--- config.mk ---
export PLATFORM = sky130hd
export DESIGN_NAME = arp_cache_responder_unit
export DESIGN_NICKNAME = d
export VERILOG_FILES = /design/src/rtl/arpc_pkg.sv /design/src/rtl/arpc_front.sv /design/src/rtl/arpc_back.sv /design/src/rtl/arp_cache_responder_unit.sv
export SDC_FILE = /design/constraint.sdc
export NUM_CORES = 2
export LEC_CHECK = 0
export BUFFER_PORTS_ARGS = -buffer_cell sky130_fd_sc_hd__buf_4
export CORE_MARGIN = 2
export CORE_UTILIZATION = 30
export DETAILED_ROUTE_END_ITERATION = 16
export GPL_TIMING_DRIVEN = 0
export SKIP_CTS_REPAIR_TIMING = 1
export SLEW_MARGIN = 0
export SYNTH_ARGS = -nofsm -noshare
export SYNTH_HDL_FRONTEND = slang
export SYNTH_HIERARCHICAL = 1
export SYNTH_SLANG_ARGS = --single-unit
--- constraint.sdc ---
create_clock -name clk -period 30.8 [get_ports clk]
set_input_delay 0 -clock clk [delete_from_list [all_inputs] [get_ports clk]]
set_output_delay 0 -clock clk [all_outputs]
set_load 0.01 [all_outputs]
--- src/rtl/arpc_pkg.sv ---
// shared types, constants and sizes for the arp cache and responder
package arpc_pkg;

    // cache geometry
    localparam int CACHE_ENTRIES = 16;
    localparam int IDX_W = (CACHE_ENTRIES > 1) ? $clog2(CACHE_ENTRIES) : 1;
    localparam int CNT_W = $clog2(CACHE_ENTRIES + 1);
    localparam logic [IDX_W-1:0] LAST_IDX = IDX_W'(CACHE_ENTRIES - 1);
    localparam logic [CNT_W-1:0] CNT_END  = CNT_W'(CACHE_ENTRIES);

    // command queue between front and back (power of two depth)
    localparam int QUEUE_DEPTH = 2;
    localparam int QPTR_W = $clog2(QUEUE_DEPTH);
    localparam int QCNT_W = $clog2(QUEUE_DEPTH + 1);

    // configuration register indexes
    localparam int REG_IDX_W = 2;
    localparam int REG_DATA_W = 48;
    localparam logic [REG_IDX_W-1:0] REG_LOCAL_IP  = 2'd0;
    localparam logic [REG_IDX_W-1:0] REG_LOCAL_MAC = 2'd1;
    localparam logic [REG_IDX_W-1:0] REG_IP_CFG    = 2'd2;

    // protocol constants
    localparam logic [15:0] ARP_MIN_LEN    = 16'd28;
    localparam logic [15:0] ARP_OP_REQUEST = 16'd1;
    localparam logic [31:0] BCAST_IP       = 32'hFFFF_FFFF;
    localparam logic [47:0] BCAST_MAC      = 48'hFFFF_FFFF_FFFF;

    // result kinds and emitted opcodes
    localparam logic [1:0] RES_REPLY = 2'd0;
    localparam logic [1:0] RES_HIT   = 2'd1;
    localparam logic [1:0] RES_MISS  = 2'd2;
    localparam logic [1:0] TX_OP_NONE    = 2'd0;
    localparam logic [1:0] TX_OP_REQUEST = 2'd1;
    localparam logic [1:0] TX_OP_REPLY   = 2'd2;

    typedef struct packed {
        logic        mode;
        logic [15:0] frame_len;
        logic [15:0] rx_opcode;
        logic [47:0] rx_sender_mac;
        logic [31:0] rx_sender_ip;
        logic [31:0] rx_target_ip;
        logic [31:0] lookup_ip;
    } in_item_t;

    typedef struct packed {
        logic [1:0]  result_kind;
        logic [47:0] eth_dest_mac;
        logic [1:0]  tx_opcode;
        logic [31:0] tx_sender_ip;
        logic [47:0] tx_target_mac;
        logic [31:0] tx_target_ip;
        logic [47:0] resolved_mac;
    } result_t;

    typedef struct packed {
        logic [31:0] local_ip;
        logic [47:0] local_mac;
        logic        ip_configured;
    } cfg_t;

    typedef enum logic [1:0] {
        CMD_STORE  = 2'd0,
        CMD_LOOKUP = 2'd1,
        CMD_BCAST  = 2'd2
    } cmd_op_t;

    typedef struct packed {
        cmd_op_t     op;
        logic        reply;
        logic [31:0] key_ip;
        logic [47:0] mac;
    } cmd_t;

endpackage

--- src/rtl/arpc_front.sv ---
// front end: configuration registers, item classification and command queue
module arpc_front (
    input  logic                              clk,
    input  logic                              rst_n,
    input  logic                              push,
    output logic                              full,
    input  arpc_pkg::in_item_t                item,
    input  logic                              wr_en,
    input  logic [arpc_pkg::REG_IDX_W-1:0]    wr_index,
    input  logic [arpc_pkg::REG_DATA_W-1:0]   wr_data,
    output arpc_pkg::cfg_t                    cfg,
    output logic                              cmd_valid,
    output arpc_pkg::cmd_t                    cmd,
    input  logic                              cmd_pop
);

    arpc_pkg::cfg_t cfg_reg;

    arpc_pkg::cmd_t                   q_reg [arpc_pkg::QUEUE_DEPTH];
    logic [arpc_pkg::QPTR_W-1:0]      wr_ptr_reg;
    logic [arpc_pkg::QPTR_W-1:0]      wr_ptr_next;
    logic [arpc_pkg::QPTR_W-1:0]      rd_ptr_reg;
    logic [arpc_pkg::QPTR_W-1:0]      rd_ptr_next;
    logic [arpc_pkg::QCNT_W-1:0]      cnt_reg;
    logic [arpc_pkg::QCNT_W-1:0]      cnt_next;

    arpc_pkg::cmd_t cmd_in;
    logic           keep;
    logic           enq;
    logic           deq;

    // configuration writes, unknown indexes ignored
    always_ff @(posedge clk or negedge rst_n)
    begin
        if (!rst_n)
        begin
            cfg_reg <= '0;
        end
        else if (wr_en)
        begin
            case (wr_index)
                arpc_pkg::REG_LOCAL_IP:  cfg_reg.local_ip      <= wr_data[31:0];
                arpc_pkg::REG_LOCAL_MAC: cfg_reg.local_mac     <= wr_data[47:0];
                arpc_pkg::REG_IP_CFG:    cfg_reg.ip_configured <= wr_data[0];
                default:                 ;
            endcase
        end
    end

    // classify the incoming transaction
    always_comb
    begin
        cmd_in.mac    = item.rx_sender_mac;
        cmd_in.key_ip = item.mode ? item.lookup_ip : item.rx_sender_ip;
        cmd_in.reply  = !item.mode && (item.rx_opcode == arpc_pkg::ARP_OP_REQUEST)
                        && cfg_reg.ip_configured
                        && (item.rx_target_ip == cfg_reg.local_ip);
        if (!item.mode)
        begin
            cmd_in.op = arpc_pkg::CMD_STORE;
        end
        else if (item.lookup_ip == arpc_pkg::BCAST_IP)
        begin
            cmd_in.op = arpc_pkg::CMD_BCAST;
        end
        else
        begin
            cmd_in.op = arpc_pkg::CMD_LOOKUP;
        end
    end

    // short packets are dropped here and never queued
    assign keep = item.mode || (item.frame_len >= arpc_pkg::ARP_MIN_LEN);
    assign full = (cnt_reg == arpc_pkg::QCNT_W'(arpc_pkg::QUEUE_DEPTH));
    assign enq  = push && !full && keep;
    assign deq  = cmd_pop && cmd_valid;

    // queue pointers and fill count
    always_comb
    begin
        wr_ptr_next = wr_ptr_reg;
        rd_ptr_next = rd_ptr_reg;
        cnt_next    = cnt_reg;
        if (enq)
        begin
            wr_ptr_next = wr_ptr_reg + 1'b1;
        end
        if (deq)
        begin
            rd_ptr_next = rd_ptr_reg + 1'b1;
        end
        if (enq && !deq)
        begin
            cnt_next = cnt_reg + 1'b1;
        end
        else if (deq && !enq)
        begin
            cnt_next = cnt_reg - 1'b1;
        end
    end

    always_ff @(posedge clk or negedge rst_n)
    begin
        if (!rst_n)
        begin
            wr_ptr_reg <= '0;
            rd_ptr_reg <= '0;
            cnt_reg    <= '0;
        end
        else
        begin
            wr_ptr_reg <= wr_ptr_next;
            rd_ptr_reg <= rd_ptr_next;
            cnt_reg    <= cnt_next;
        end
    end

    // queue storage
    always_ff @(posedge clk)
    begin
        if (enq)
        begin
            q_reg[wr_ptr_reg] <= cmd_in;
        end
    end

    assign cmd_valid = (cnt_reg != '0);
    assign cmd       = q_reg[rd_ptr_reg];
    assign cfg       = cfg_reg;

endmodule

--- src/rtl/arpc_back.sv ---
// back end: cache scan, cache update and result register
module arpc_back (
    input  logic                clk,
    input  logic                rst_n,
    input  arpc_pkg::cfg_t      cfg,
    input  logic                cmd_valid,
    input  arpc_pkg::cmd_t      cmd,
    output logic                cmd_pop,
    output logic                empty,
    input  logic                pop,
    output arpc_pkg::result_t   result
);

    typedef enum logic [3:0] {
        ST_IDLE   = 4'b0001,
        ST_SCAN   = 4'b0010,
        ST_UPDATE = 4'b0100,
        ST_EMIT   = 4'b1000
    } state_t;

    state_t state_reg;
    state_t state_next;

    // cache storage
    logic [31:0] ip_mem  [arpc_pkg::CACHE_ENTRIES];
    logic [47:0] mac_mem [arpc_pkg::CACHE_ENTRIES];
    logic [arpc_pkg::CACHE_ENTRIES-1:0] valid_reg;
    logic [31:0] rd_ip_reg;
    logic [47:0] rd_mac_reg;

    // scan control
    logic [arpc_pkg::CNT_W-1:0] rd_cnt_reg;
    logic [arpc_pkg::CNT_W-1:0] rd_cnt_next;
    logic                       cmp_vld_reg;
    logic                       cmp_vld_next;
    logic [arpc_pkg::IDX_W-1:0] cmp_idx_reg;
    logic [arpc_pkg::IDX_W-1:0] cmp_idx_next;
    logic                       free_found_reg;
    logic                       free_found_next;
    logic [arpc_pkg::IDX_W-1:0] free_idx_reg;
    logic [arpc_pkg::IDX_W-1:0] free_idx_next;
    logic [arpc_pkg::IDX_W-1:0] wr_idx_reg;
    logic [arpc_pkg::IDX_W-1:0] wr_idx_next;
    logic [arpc_pkg::IDX_W-1:0] rd_idx;

    // current command and results
    arpc_pkg::cmd_t    cmd_reg;
    arpc_pkg::cmd_t    cmd_next;
    arpc_pkg::result_t res_reg;
    arpc_pkg::result_t res_next;
    arpc_pkg::result_t out_reg;
    arpc_pkg::result_t out_next;
    logic              out_vld_reg;
    logic              out_vld_next;

    logic cmp_match;
    logic cmp_free;
    logic scan_last;
    logic mem_we;
    logic out_load;

    assign rd_idx    = rd_cnt_reg[arpc_pkg::IDX_W-1:0];
    assign cmp_match = cmp_vld_reg && valid_reg[cmp_idx_reg]
                       && (rd_ip_reg == cmd_reg.key_ip);
    assign cmp_free  = cmp_vld_reg && !valid_reg[cmp_idx_reg];
    assign scan_last = cmp_vld_reg && (cmp_idx_reg == arpc_pkg::LAST_IDX);
    assign mem_we    = (state_reg == ST_UPDATE);
    assign out_load  = (state_reg == ST_EMIT) && (!out_vld_reg || pop);

    // sequencer
    always_comb
    begin
        state_next      = state_reg;
        cmd_next        = cmd_reg;
        res_next        = res_reg;
        rd_cnt_next     = rd_cnt_reg;
        cmp_vld_next    = 1'b0;
        cmp_idx_next    = cmp_idx_reg;
        free_found_next = free_found_reg;
        free_idx_next   = free_idx_reg;
        wr_idx_next     = wr_idx_reg;
        cmd_pop         = 1'b0;

        case (state_reg)
            ST_IDLE:
            begin
                if (cmd_valid)
                begin
                    cmd_pop         = 1'b1;
                    cmd_next        = cmd;
                    rd_cnt_next     = '0;
                    free_found_next = 1'b0;
                    if (cmd.op == arpc_pkg::CMD_BCAST)
                    begin
                        res_next              = '0;
                        res_next.result_kind  = arpc_pkg::RES_HIT;
                        res_next.resolved_mac = arpc_pkg::BCAST_MAC;
                        state_next            = ST_EMIT;
                    end
                    else
                    begin
                        state_next = ST_SCAN;
                    end
                end
            end

            ST_SCAN:
            begin
                // issue the next read while the previous entry is compared
                if (rd_cnt_reg != arpc_pkg::CNT_END)
                begin
                    cmp_vld_next = 1'b1;
                    cmp_idx_next = rd_idx;
                    rd_cnt_next  = rd_cnt_reg + 1'b1;
                end
                // remember the first empty slot
                if (cmp_free && !free_found_reg)
                begin
                    free_found_next = 1'b1;
                    free_idx_next   = cmp_idx_reg;
                end
                if (cmp_match)
                begin
                    cmp_vld_next = 1'b0;
                    if (cmd_reg.op == arpc_pkg::CMD_STORE)
                    begin
                        wr_idx_next = cmp_idx_reg;
                        state_next  = ST_UPDATE;
                    end
                    else
                    begin
                        res_next              = '0;
                        res_next.result_kind  = arpc_pkg::RES_HIT;
                        res_next.resolved_mac = rd_mac_reg;
                        state_next            = ST_EMIT;
                    end
                end
                else if (scan_last)
                begin
                    cmp_vld_next = 1'b0;
                    if (cmd_reg.op == arpc_pkg::CMD_STORE)
                    begin
                        if (free_found_reg)
                        begin
                            wr_idx_next = free_idx_reg;
                        end
                        else if (cmp_free)
                        begin
                            wr_idx_next = cmp_idx_reg;
                        end
                        else
                        begin
                            wr_idx_next = '0;
                        end
                        state_next = ST_UPDATE;
                    end
                    else
                    begin
                        res_next               = '0;
                        res_next.result_kind   = arpc_pkg::RES_MISS;
                        res_next.eth_dest_mac  = arpc_pkg::BCAST_MAC;
                        res_next.tx_opcode     = arpc_pkg::TX_OP_REQUEST;
                        res_next.tx_sender_ip  = cfg.local_ip;
                        res_next.tx_target_mac = '0;
                        res_next.tx_target_ip  = cmd_reg.key_ip;
                        state_next             = ST_EMIT;
                    end
                end
            end

            ST_UPDATE:
            begin
                if (cmd_reg.reply)
                begin
                    res_next               = '0;
                    res_next.result_kind   = arpc_pkg::RES_REPLY;
                    res_next.eth_dest_mac  = cmd_reg.mac;
                    res_next.tx_opcode     = arpc_pkg::TX_OP_REPLY;
                    res_next.tx_sender_ip  = cfg.local_ip;
                    res_next.tx_target_mac = cmd_reg.mac;
                    res_next.tx_target_ip  = cmd_reg.key_ip;
                    state_next             = ST_EMIT;
                end
                else
                begin
                    state_next = ST_IDLE;
                end
            end

            ST_EMIT:
            begin
                if (out_load)
                begin
                    state_next = ST_IDLE;
                end
            end

            default:
            begin
                state_next = ST_IDLE;
            end
        endcase
    end

    // output register
    always_comb
    begin
        out_next     = out_reg;
        out_vld_next = out_vld_reg;
        if (pop && out_vld_reg)
        begin
            out_vld_next = 1'b0;
        end
        if (out_load)
        begin
            out_next     = res_reg;
            out_vld_next = 1'b1;
        end
    end

    // control state
    always_ff @(posedge clk or negedge rst_n)
    begin
        if (!rst_n)
        begin
            state_reg      <= ST_IDLE;
            rd_cnt_reg     <= '0;
            cmp_vld_reg    <= 1'b0;
            free_found_reg <= 1'b0;
            out_vld_reg    <= 1'b0;
            valid_reg      <= '0;
        end
        else
        begin
            state_reg      <= state_next;
            rd_cnt_reg     <= rd_cnt_next;
            cmp_vld_reg    <= cmp_vld_next;
            free_found_reg <= free_found_next;
            out_vld_reg    <= out_vld_next;
            if (mem_we)
            begin
                valid_reg[wr_idx_reg] <= 1'b1;
            end
        end
    end

    // payload registers
    always_ff @(posedge clk)
    begin
        cmd_reg       <= cmd_next;
        res_reg       <= res_next;
        out_reg       <= out_next;
        cmp_idx_reg   <= cmp_idx_next;
        free_idx_reg  <= free_idx_next;
        wr_idx_reg    <= wr_idx_next;
    end

    // cache memory, one write and one registered read a cycle
    always_ff @(posedge clk)
    begin
        if (mem_we)
        begin
            ip_mem[wr_idx_reg]  <= cmd_reg.key_ip;
            mac_mem[wr_idx_reg] <= cmd_reg.mac;
        end
        if (state_reg == ST_SCAN)
        begin
            rd_ip_reg  <= ip_mem[rd_idx];
            rd_mac_reg <= mac_mem[rd_idx];
        end
    end

    assign empty  = !out_vld_reg;
    assign result = out_reg;

endmodule

--- src/rtl/arp_cache_responder_unit.sv ---
// top level of the arp cache and responder
//
// channel   direction  handshake             payload
// input     in         push / full           item   (arpc_pkg::in_item_t)
// result    out        empty / pop           result (arpc_pkg::result_t)
// config    in         wr_en                 wr_index, wr_data
//
// a lookup or stored packet waits for the scan of the cache memory, one entry per
// cycle; a matching entry ends the scan early, and a broadcast lookup skips the
// scan and goes straight to the emit step
// a short packet is dropped on acceptance
// reset empties the cache at once through the valid bits; no clearing pass
// a two-deep command queue keeps input open while the scan runs, and a full
// result register holds the back end in its emit step until pop
module arp_cache_responder_unit (
    input  logic                              clk,
    input  logic                              rst_n,
    input  logic                              push,
    output logic                              full,
    input  arpc_pkg::in_item_t                item,
    output logic                              empty,
    input  logic                              pop,
    output arpc_pkg::result_t                 result,
    input  logic                              wr_en,
    input  logic [arpc_pkg::REG_IDX_W-1:0]    wr_index,
    input  logic [arpc_pkg::REG_DATA_W-1:0]   wr_data
);

    arpc_pkg::cfg_t cfg;
    arpc_pkg::cmd_t cmd;
    logic           cmd_valid;
    logic           cmd_pop;

    // accept, classify and queue
    arpc_front u_front (
        .clk       (clk),
        .rst_n     (rst_n),
        .push      (push),
        .full      (full),
        .item      (item),
        .wr_en     (wr_en),
        .wr_index  (wr_index),
        .wr_data   (wr_data),
        .cfg       (cfg),
        .cmd_valid (cmd_valid),
        .cmd       (cmd),
        .cmd_pop   (cmd_pop)
    );

    // scan, update and respond
    arpc_back u_back (
        .clk       (clk),
        .rst_n     (rst_n),
        .cfg       (cfg),
        .cmd_valid (cmd_valid),
        .cmd       (cmd),
        .cmd_pop   (cmd_pop),
        .empty     (empty),
        .pop       (pop),
        .result    (result)
    );

endmodule

; ---- Word level (Yosys, flattened, before mapping)
; Memories as Yosys holds them, arrays and structs flattened. A register that Yosys moved wholly into a read port is not among the register bits.
; Index checks and enable logic that the tools add are counted.
[classes]
addsub = 5
n_lt_le_gt_ge = 4
eq_ne = 24
mux = 49
bitwise_logic = 1
reduce_logical = 43
[ops]
columns = cell, n
row1 = $mux W212, 7
row2 = $pmux W212 S3, 1
row3 = $eq A32 B32 Y1, 2
row4 = $mux W4, 13
row5 = $eq A32 B32 Y1 const B, 1
row6 = $mux W32, 1
row7 = $eq A16 B1 Y1 const B, 1
row8 = $ge A16 B5 Y1 const B, 1
row9 = $logic_and A1 B1 Y1, 16
row10 = $mux W1, 16
row11 = $or A16 B16 Y16, 1
row12 = $pmux W4 S4, 1
row13 = $lt A4 B5 Y1 const B, 2
row14 = $mux W5, 2
row15 = $ne A2 B1 Y1 const B, 5
row16 = $pmux W5 S2, 1
row17 = $reduce_and A2 Y1, 5
row18 = $reduce_bool A2 Y1, 5
row19 = $reduce_and A3 Y1, 3
row20 = $eq A4 B4 Y1 const B, 2
row21 = $mux W2, 4
row22 = $logic_not A1 Y1, 7
row23 = $reduce_and A7 Y1, 1
row24 = $eq A2 B2 Y1 const B, 3
row25 = other kinds (19), 25
[totals]
reg_bits = 584
ram_bits = 1446
in_bits = 232
elab_cells = 161
n_memories = 3
[memory_table]
columns = name, depth, width, rd, rd_clocked_by_memory_dff, write_ports, line_no
row1 = u_back.mac_mem, 16, 48, 1, 1, 1, arpc_back.sv:26  ; logic [47:0] mac_mem [arpc_pkg::CACHE_ENTRIES];
row2 = u_back.ip_mem, 16, 32, 1, 1, 1, arpc_back.sv:25  ; logic [31:0] ip_mem [arpc_pkg::CACHE_ENTRIES];
row3 = u_front.q_reg, 2, 83, 1, 0, 1, arpc_front.sv:19  ; arpc_pkg::cmd_t q_reg [arpc_pkg::QUEUE_DEPTH];

; ---- Longest topological paths before layout
[logic_depth]
word_depth = 9
mapped_depth = 10

; ---- Hierarchy
; Netlist, hierarchy kept.
[by_module_without_submodules]
columns = module, n_inst, cells_each, area_each_um2
row1 = arpc_back, 1, 2803, 69162.6
row2 = arpc_front, 1, 552, 10045.9

; ---- Worst setup path after synthesis
; Ideal clock, no wire load.
[synth_path]
kind = reg2reg
start = reg u_back.state_reg[0]
end = reg u_back/res_reg[0] in the netlist's numbering, enable pin
setup_ps = 1103
arrival_ps = 18326
required_ps = 29697
slack_ps = 11371
path_stages_with_launch = 6
path_buffers = 0
period_less_slack_ps = 19429
cell_sequence = dfstp_2 -> or4b_2 -> inv_1 -> a21oi_1 -> a21oi_1 -> a21boi_0
[synth_via]
elab_chain_len = 3
word_cells_on_any_way = 11
classes_between = 9 x eq/ne / 2 x reduce/logical
[synth_lines]
columns = item, line_no
row1 = "start, declared", arpc_back.sv:21  ; state_t state_reg;
row2 = "start signal, assigned", arpc_back.sv:235  ; state_reg <= state_next;
row3 = "$eq A4 B2 Y1, or another cell as far along", arpc_back.sv:84  ; case (state_reg)
row4 = "$ne A3 B1 Y1 (no source line), or another cell as far along", n/a
row5 = $reduce_and A7 Y1 (no source line) (*), n/a
row6 = "end signal, assigned", arpc_back.sv:251  ; res_reg <= res_next;
row7 = "end, declared", arpc_back.sv:49  ; arpc_pkg::result_t res_reg;
; Every way passes the cells marked *; elsewhere a longest branch is shown, timed or not.
; A chain may end at the register's enable or synchronous reset.

==> results.json <==
{
  "post_drt_via_cell_ratio": 4.72,
  "status": "complete, but fails checks",
  "synthCells": 3253,
  "detailroute.via_count": 37300,
  "row_count": 186,
  "fin_util": 0.380,
  "cpPeakStageDelay_ps": 1040,
  "cap_viol_max_count": 0,
  "setup_tns_ps": 0,
  "grt_pass1_wl_um": 276000,
  "io-pin-count": 446,
  "slew_headroom": 0.100,
  "cp_max_fo": 10,
  "place_congestion": 0.805,
  "cp-start-kind": "flip-flop",
  "largest_reg_flops": 768,
  "required_ps": 31380,
  "largest_registers": "u_back/mac_mem x768, u_back/ip_mem x512",
  "min_period_over_period": 0.146,
  "cts_tree": "done",
  "rsz0062_at_grt": "false",
  "hold_viol_final": 1,
  "timing.fmax_mhz": 223,
  "hpwl_um": 130000,
  "period_minus_slack_ps": 4480,
  "drc": 0,
  "clock_skew_ps": 87.4,
  "die_x_um": 512,
  "antenna_found_initial": 20,
  "htreeDepth": 4,
  "drtPass1Iterations": 6,
  "wl_um": 200000,
  "syn_area_um2": 77400,
  "gr-usage-all-layers": 0.148,
  "yosysWarningCount": 6,
  "whs_ps": -14.7,
  "worstMarginPinSlew_ps": 1350,
  "peakVddDrop_uv": 67.1,
  "initial_core_util": 0.302,
  "grt_pass1_vias": 36700,
  "grt_max_degree": 66,
  "wire_per_inst_um": 25.4,
  "syn_nets": 3488,
  "root_buffer": "clkbuf_16",
  "final_cell_mix": "2,043 x edfxtp_1, 438 x buf_4, 404 x mux4_2",
  "coreArea_um2": 257000,
  "finalNetCount": 4550,
  "overflow": 0,
  "regMostFlops": "u_back/mac_mem",
  "drive_gt1_frac": 0.341,
  "min_path_type": "in -> reg",
  "critical_path.cell_chain": "clkbuf_1, clkbuf_1, buf_1, mux4_2, mux4_2",
  "path_class": "reg -> reg",
  "cp_top_family": "buffers and inverters",
  "finalSetupViolCount": 0,
  "clk_pin_slew_ps": 60,
  "area_growth_pct": 25.9,
  "arrival_ps": 5060,
  "chipHeight_um": 512,
  "crit_slowest_cell": "clkbuf_1",
  "violations": "hold timing",
  "cp_num_buf_inv": 3,
  "powerDensity_nw_per_um2": 83.1,
  "drv_slew": 0,
  "p_leak_nw": 31.5,
  "drt_iter0_markers": 3829,
  "cts_buffers": 216,
  "fp.dieArea_um2": 262000,
  "avgSynthCellArea_um2": 23.8,
  "cts_sinks": 2108,
  "clk_latency_ps": 890,
  "clock_path_buffers": 3,
  "final_common_cell": "edfxtp_1",
  "drtAntennaViolNets": 0,
  "cp-end-kind": "flip-flop",
  "numPortBuffers": 426
}
-- report_power, final --
part,switching [mW],internal [mW],total (mW)
sequential,0.322,3.77,4.09
combinational,0.780,0.619,1.40
clock,1.13,1.48,2.61
total,2.23,5.87,8.10
-- routing by layer --
metal	up-vias	wire length [um]	global-route usage
met5	-	34	0
met4	6	5340	0.0438
met3	328	13300	0.0261
met2	1391	101000	0.253
met1	19800	80000	0.192
li1	15700	-	-
-- cell type report --
class                           instances  area [um2]
Inverter                                9        46.3
Timing Repair Buffer                  844        8550
Tap cell                             3384        4230
Antenna cell                            9        22.5
Clock inverter                        132        1490
Fill cell                           22900      159000
Sequential cell                      2108       63000
Buffer                                137         619
Multi-Input combinational cell        999       14000
Clock buffer                          270        5630
-- metrics by stage --
| step | cell area [um2] | setup slack, ps | hold WS (ps) | power [mW] | instances |
|---|---|---|---|---|---|
| finish | 97500 | 26320 | -14.7 | 8.10 | 7892 |
| global route | 97500 | 26170 | 5.97 | 8.42 | 7884 |
| CTS | 94600 | 26200 | -799 | 8.17 | 7595 |
| detailed placement | 87500 | 26200 | 188 | 5.55 | 7193 |
| global placement | 84900 | -1830 | 187 | 5.61 | 7063 |
| floorplan | 77400 | 11370 | -296 | 4.91 | 3253 |
-- final timing paths --
path,from,endpoint,slack [ps],depth (start not counted)
setup / recovery,u_back/rd_cnt_reg[0],u_back/rd_mac_reg[15],26320,5
hold / removal,item[174],u_front/cnt_reg[0],-10,7
setup reg to reg,u_back/rd_cnt_reg[0],u_back/rd_mac_reg[15],26320,5
hold reg to reg,u_back/res_reg[20],u_back/result[20],400,0
max in group asynchronous,rst_n,u_back/valid_reg[13],30150,4
min in group asynchronous,rst_n,u_back/state_reg[0],250,3
-- worst reg2reg max path, stage by stage, from the launching register on --
cell and delay [ps]:
dfrtp_1 390, clkbuf_1 720, clkbuf_1 1040, buf_1 950, mux4_2 610, mux4_2 520
No activity file was read; power rests on OpenSTA's default activity.
